[config.mk]
export PLATFORM = sky130hd
export DESIGN_NAME = bdg_back
export DESIGN_NICKNAME = d
export VERILOG_FILES = /design/src/hdl/bdg_pkg.sv /design/src/hdl/bdg_back.sv
export VERILOG_INCLUDE_DIRS = /design/src /design/src/hdl
export SDC_FILE = /design/constraint.sdc
export NUM_CORES = 1
export LEC_CHECK = 0
export BUFFER_PORTS_ARGS = -buffer_cell sky130_fd_sc_hd__buf_4
export CAP_MARGIN = 10
export CORE_ASPECT_RATIO = 0.75
export CORE_UTILIZATION = 35
export CTS_CLUSTER_SIZE = 8
export DETAILED_ROUTE_END_ITERATION = 10
export GPL_ROUTABILITY_DRIVEN = 0
export PLACE_DENSITY = 0.6
export SETUP_SLACK_MARGIN = 0.5
export SLEW_MARGIN = 20
export SYNTH_ARGS = -nofsm -noshare
export SYNTH_HDL_FRONTEND = slang
export SYNTH_SLANG_ARGS = --single-unit
export TNS_END_PERCENT = 100
[constraint.sdc]
create_clock -name clk -period 11.3 [get_ports clk]
set_input_delay 0 -clock clk [delete_from_list [all_inputs] [get_ports clk]]
set_output_delay 0 -clock clk [all_outputs]
set_load 0.02 [all_outputs]
[src/hdl/bayer_demosaic_gradient_green_unit_assert.svh]
// assertion macros for the bayer demosaic block
`ifndef BAYER_DEMOSAIC_GRADIENT_GREEN_UNIT_ASSERT_SVH
`define BAYER_DEMOSAIC_GRADIENT_GREEN_UNIT_ASSERT_SVH
`ifndef SYNTHESIS
`define BDG_ASSERT(label, cond) \
  label: assert property (@(posedge clk) disable iff (rst) (cond)) \
    else $error("assertion failed");
`define BDG_IMPLY(label, pre, post) \
  label: assert property (@(posedge clk) disable iff (rst) (pre) |=> (post)) \
    else $error("assertion failed");
`else
`define BDG_ASSERT(label, cond)
`define BDG_IMPLY(label, pre, post)
`endif
`endif

[src/hdl/bdg_pkg.sv]
`timescale 1ns / 1ps
// ----------------------------------------------------------------------------
// bdg_pkg
// shared types and constants for the bayer demosaic block
// ----------------------------------------------------------------------------
package bdg_pkg;
  localparam int DEF_MAX_WIDTH  = 2048;
  localparam int DEF_MAX_HEIGHT = 4096;
  localparam logic [1:0] REG_CFA    = 2'd0;
  localparam logic [1:0] REG_WIDTH  = 2'd1;
  localparam logic [1:0] REG_HEIGHT = 2'd2;

  // classified work for the back part
  typedef struct packed {
    logic        green_site;
    logic        red_row;
    logic [7:0]  ctr;
    logic [8:0]  hsum;
    logic [8:0]  vsum;
    logic [9:0]  diag;
    logic [7:0]  gh;
    logic [7:0]  gv;
    logic [10:0] col;
    logic [11:0] row;
    logic        last;
  } job_t;

  typedef struct packed {
    logic [7:0]  red;
    logic [7:0]  green;
    logic [7:0]  blue;
    logic [10:0] col;
    logic [11:0] row;
    logic        last;
  } res_t;
endpackage

[src/hdl/bdg_back.sv]
`timescale 1ns / 1ps
// ----------------------------------------------------------------------------
// bdg_back
// job queue, weighted green by restoring division, output register
// ----------------------------------------------------------------------------
module bdg_back (
  input  logic          clk,
  input  logic          rst,
  input  logic          job_valid,
  input  bdg_pkg::job_t job,
  output logic          q_full,
  output logic          res_valid,
  input  logic          res_ready,
  output bdg_pkg::res_t res
);
  import bdg_pkg::*;
`include "bayer_demosaic_gradient_green_unit_assert.svh"

  localparam logic [1:0] ST_IDLE = 2'd0;
  localparam logic [1:0] ST_MUL  = 2'd1;
  localparam logic [1:0] ST_DIV  = 2'd2;

  job_t       q [2];
  logic       wp, rp;
  logic [1:0] cnt;
  logic [1:0] st;
  job_t       cur;
  logic [18:0] num;
  logic [10:0] den;
  logic [10:0] rem;
  logic [4:0]  step;
  logic        pop;
  logic [11:0] trial;
  logic [18:0] qfin;

  assign q_full = (cnt == 2'd2);
  assign pop = (st == ST_IDLE) && (cnt != 0) && !res_valid;

  always_ff @(posedge clk) if (job_valid) q[wp] <= job;

  always_ff @(posedge clk) begin
    if (rst) begin
      wp <= 1'b0; rp <= 1'b0; cnt <= '0;
    end else begin
      if (job_valid) wp <= ~wp;
      if (pop) rp <= ~rp;
      cnt <= cnt + 2'(job_valid) - 2'(pop);
    end
  end

  // numerator bits leave the top of num, quotient bits enter at the bottom
  assign trial = {rem, num[18]} - {1'b0, den};
  assign qfin = {num[17:0], !trial[11]};

  always_ff @(posedge clk) begin
    if (rst) begin
      st <= ST_IDLE;
      res_valid <= 1'b0;
    end else begin
      if (res_valid && res_ready) res_valid <= 1'b0;
      unique case (st)
        ST_IDLE: if (pop) begin
          cur <= q[rp];
          st <= ST_MUL;
        end
        ST_MUL: begin
          num <= 19'(cur.hsum) * (19'd1 + 19'(cur.gv)) +
                 19'(cur.vsum) * (19'd1 + 19'(cur.gh));
          den <= {10'd2 + 10'(cur.gh) + 10'(cur.gv), 1'b0};
          step <= '0;
          rem <= '0;
          if (cur.green_site) begin
            res.green <= cur.ctr;
            res.red  <= cur.red_row ? cur.hsum[8:1] : cur.vsum[8:1];
            res.blue <= cur.red_row ? cur.vsum[8:1] : cur.hsum[8:1];
            res.col <= cur.col; res.row <= cur.row; res.last <= cur.last;
            res_valid <= 1'b1;
            st <= ST_IDLE;
          end else st <= ST_DIV;
        end
        ST_DIV: begin
          if (!trial[11]) rem <= trial[10:0];
          else rem <= {rem[9:0], num[18]};
          num <= qfin;
          if (step == 5'd18) begin
            res.green <= (qfin[18:8] != '0) ? 8'hff : qfin[7:0];
            res.red  <= cur.red_row ? cur.ctr : cur.diag[9:2];
            res.blue <= cur.red_row ? cur.diag[9:2] : cur.ctr;
            res.col <= cur.col; res.row <= cur.row; res.last <= cur.last;
            res_valid <= 1'b1;
            st <= ST_IDLE;
          end
          step <= step + 5'd1;
        end
        default: st <= ST_IDLE;
      endcase
    end
  end

  `BDG_ASSERT(a_no_overflow, !(job_valid && q_full))
  `BDG_IMPLY(a_pop_starts, pop, st == ST_MUL)
  `BDG_ASSERT(a_cnt_range, cnt != 2'd3)
endmodule

==> run metrics <==
status finished clean; critical path class reg2reg; Total Negative Setup Slacks 0 ns; placed inst area 0.0205 mm2; syn nets 1710; largest delay contributor family on the critical path adder cells; Place WS 3.87 ns; Top FF cell, synth edfxtp_1; most common cell after layout, fill and taps aside edfxtp_1; Yosys cell types 64; Fin Clk Skew 0.0301 ns; Boundary Pins 132; Die X 269 um; Clk Latency, worst-skew pair 0.58 ns; CP Capture Type register; met3 usage in global routing 0.0394; Netlist Area Pre-Place 0.0187 mm2; CP max FO 13; DRT Pass-1 Iters 4; Area growth syn-to-layout 20.7%; Root Buffer clkbuf_16; Synth async-reset ratio 0; met1 usage 0.203; first-pass GRT wire length 62500 um; GR Util All Layers 0.147; Slew @ Worst Pin 1.00 ns; CTS buffer count 47; yosys warns 0; Post-Route WL 38900 um; min Tclk post-route 7.50 ns; RSZ-0062 raised after global routing no; Synth Instances 1391; worst flop-to-flop path startpoint cur[24]; input/output buffers 129; pins over their slew limit 0; worst path cell trace ha_1, nand3_1, nor2_1, xor2_1, and2_1, fa_1, inv_1, fa_1, fa_1, inv_1, fa_1, fa_1, inv_1, fa_1, inv_1, ha_1, and3_1, nor3b_1, nor3_1, o31a_1, nor3_1; crit-path most repeated cell fa_1; Initial Utilization 0.359; CP bufs+invs 4; Iteration-0 DRC Markers 713; GRT Residual Overflow 0; HP Start job[0]; CTS H-tree depth 2; GR Util met2 0.227; row cnt 72; Slowest Stage Delay on Critical Path 0.67 ns; antenna violations before repair 3; EDFF count, synth 321; Worst Hold Slack 0.165 ns; max cap viols 0; Critical-path top delay cell xor2_1; via count 10939; Setup Viol. Count Final 0; Tcrit/Tclk final 0.664; Max Clk Rate 133 MHz; Final Instance Area 0.0226 mm2; drt wl/cell 16.7 um; most frequent cells in the layout edfxtp_1, inv_1, buf_4, fa_1, nand2_1; layout cells sized above 1 0.185; antenna-violating nets left 0; clock tree from TritonCTS yes; clk buf depth 3; setup slack after layout 3.80 ns; Vias/cell 4.69; CP startpoint kind register; Worst slew margin 0.329; post-cts resize count 0; cts hold-fix bufs 79; grt peak-use layer met2; CTS clk-pin slew, worst paths 0.05 ns; Sink Count 328; largest net degree at the start of global routing 70; placed wire-length estimate 28400 um; Hold Vio Cnt, Final 0; Yosys reg bits 328; Post-CTS Setup Inserts 0; worst path required time 11.64 ns; nets 1931; CP Launch Point cur[24]; core area 0.0522 mm2; vias in the first global route 11592; Syn Area/Cell 13.5 um2; Hold Path Class in2reg; DRC errors left 0; Seq/Total Area, Yosys 0.523; die height 202 um; Worst EP arrival 7.84 ns; die area 0.0544 mm2
==> worst reg2reg max path, delay by kind of cell, from the launching register on <==
kind            cells  cell delay [ns]
fa+ha+maj           8             3.59
simple gates        7             1.83
xor+xnor            1             0.67
flops               1             0.63
compound gates      1             0.33
buf+inv             4             0.22
==> sequential cells by signal (all words and copies together) (netlist names) <==
name	count
cnt	2
cur	76
den	10
num	19
q	152
rem	11
res	48
res_valid	1
rp	1
st	2
step	5
wp	1
==> kinds of logic after synthesis <==
kind of cell,Yosys count,synth area share
XOR/XNOR,41,0.0192
flip-flops,328,0.523
multiplexers,95,0.0667
adder cells (fa/ha/maj),237,0.210
AND/OR/NAND/NOR,324,0.0890
AO/OA/AOI/OAI,112,0.0406
buffers and inverters,254,0.0515
==> final cells by class <==
class	instances	area, um2
Sequential cell	328	9780
Clock inverter	4	58.8
Clock buffer	57	1230
Antenna cell	3	7.51
Fill cell	4701	29600
Multi-Input combinational cell	809	7990
Inverter	206	773
Timing Repair Buffer	220	1850
Tap cell	703	880
==> Yosys cell counts, drive strengths merged (3+ instances only) <==
master / n / area share
edfxtp: 321 / 0.52
inv: 206 / 0.041
fa: 129 / 0.14
nand2: 113 / 0.023
ha: 108 / 0.072
mux2: 78 / 0.047
and2: 63 / 0.021
clkbuf: 36 / 0.0073
nor2: 33 / 0.0066
nor2b: 29 / 0.010
a21oi: 28 / 0.0075
o21ai: 27 / 0.0072
xnor2: 24 / 0.011
nand3: 23 / 0.0064
nand2b: 20 / 0.0067
xor2: 17 / 0.0080
mux4: 16 / 0.019
buf: 12 / 0.0029
nand4: 9 / 0.0030
a21o: 8 / 0.0032
dfxtp: 7 / 0.0075
nor3: 7 / 0.0019
nor4: 7 / 0.0031
o31ai: 7 / 0.0028
and3: 6 / 0.0020
nor3b: 5 / 0.0020
o211ai: 5 / 0.0020
a211oi: 4 / 0.0016
a21boi: 4 / 0.0016
o311ai: 4 / 0.0019
o21a: 3 / 0.0012
o41ai: 3 / 0.0014
or3: 3 / 0.0010
or4: 3 / 0.0012
==> metal layers <==
metal,wire (um),vias up
met5,0,-
li1,-,5222
met4,832,0
met1,18200,5398
met2,17600,253
met3,2320,66
==> final timing paths <==
kind / end / slack [ns] / cells past startpoint
min: q[0][0] / 0.17 / 2
max: num[18] / 3.80 / 21
min reg2reg: res[15] / 0.41 / 0
max reg2reg: num[18] / 3.80 / 21
==> per-stage QoR <==
stage,utilization,instances
after floorplan,-,1391
after global placement,0.393,2187
after detailed placement,0.393,2187
after CTS,0.433,2327
after global routing,0.433,2330
final,0.433,2330
Power is left out: the tool's default activity adds up to more than one toggle a clock period on the data nets, which glitch-free logic cannot reach.
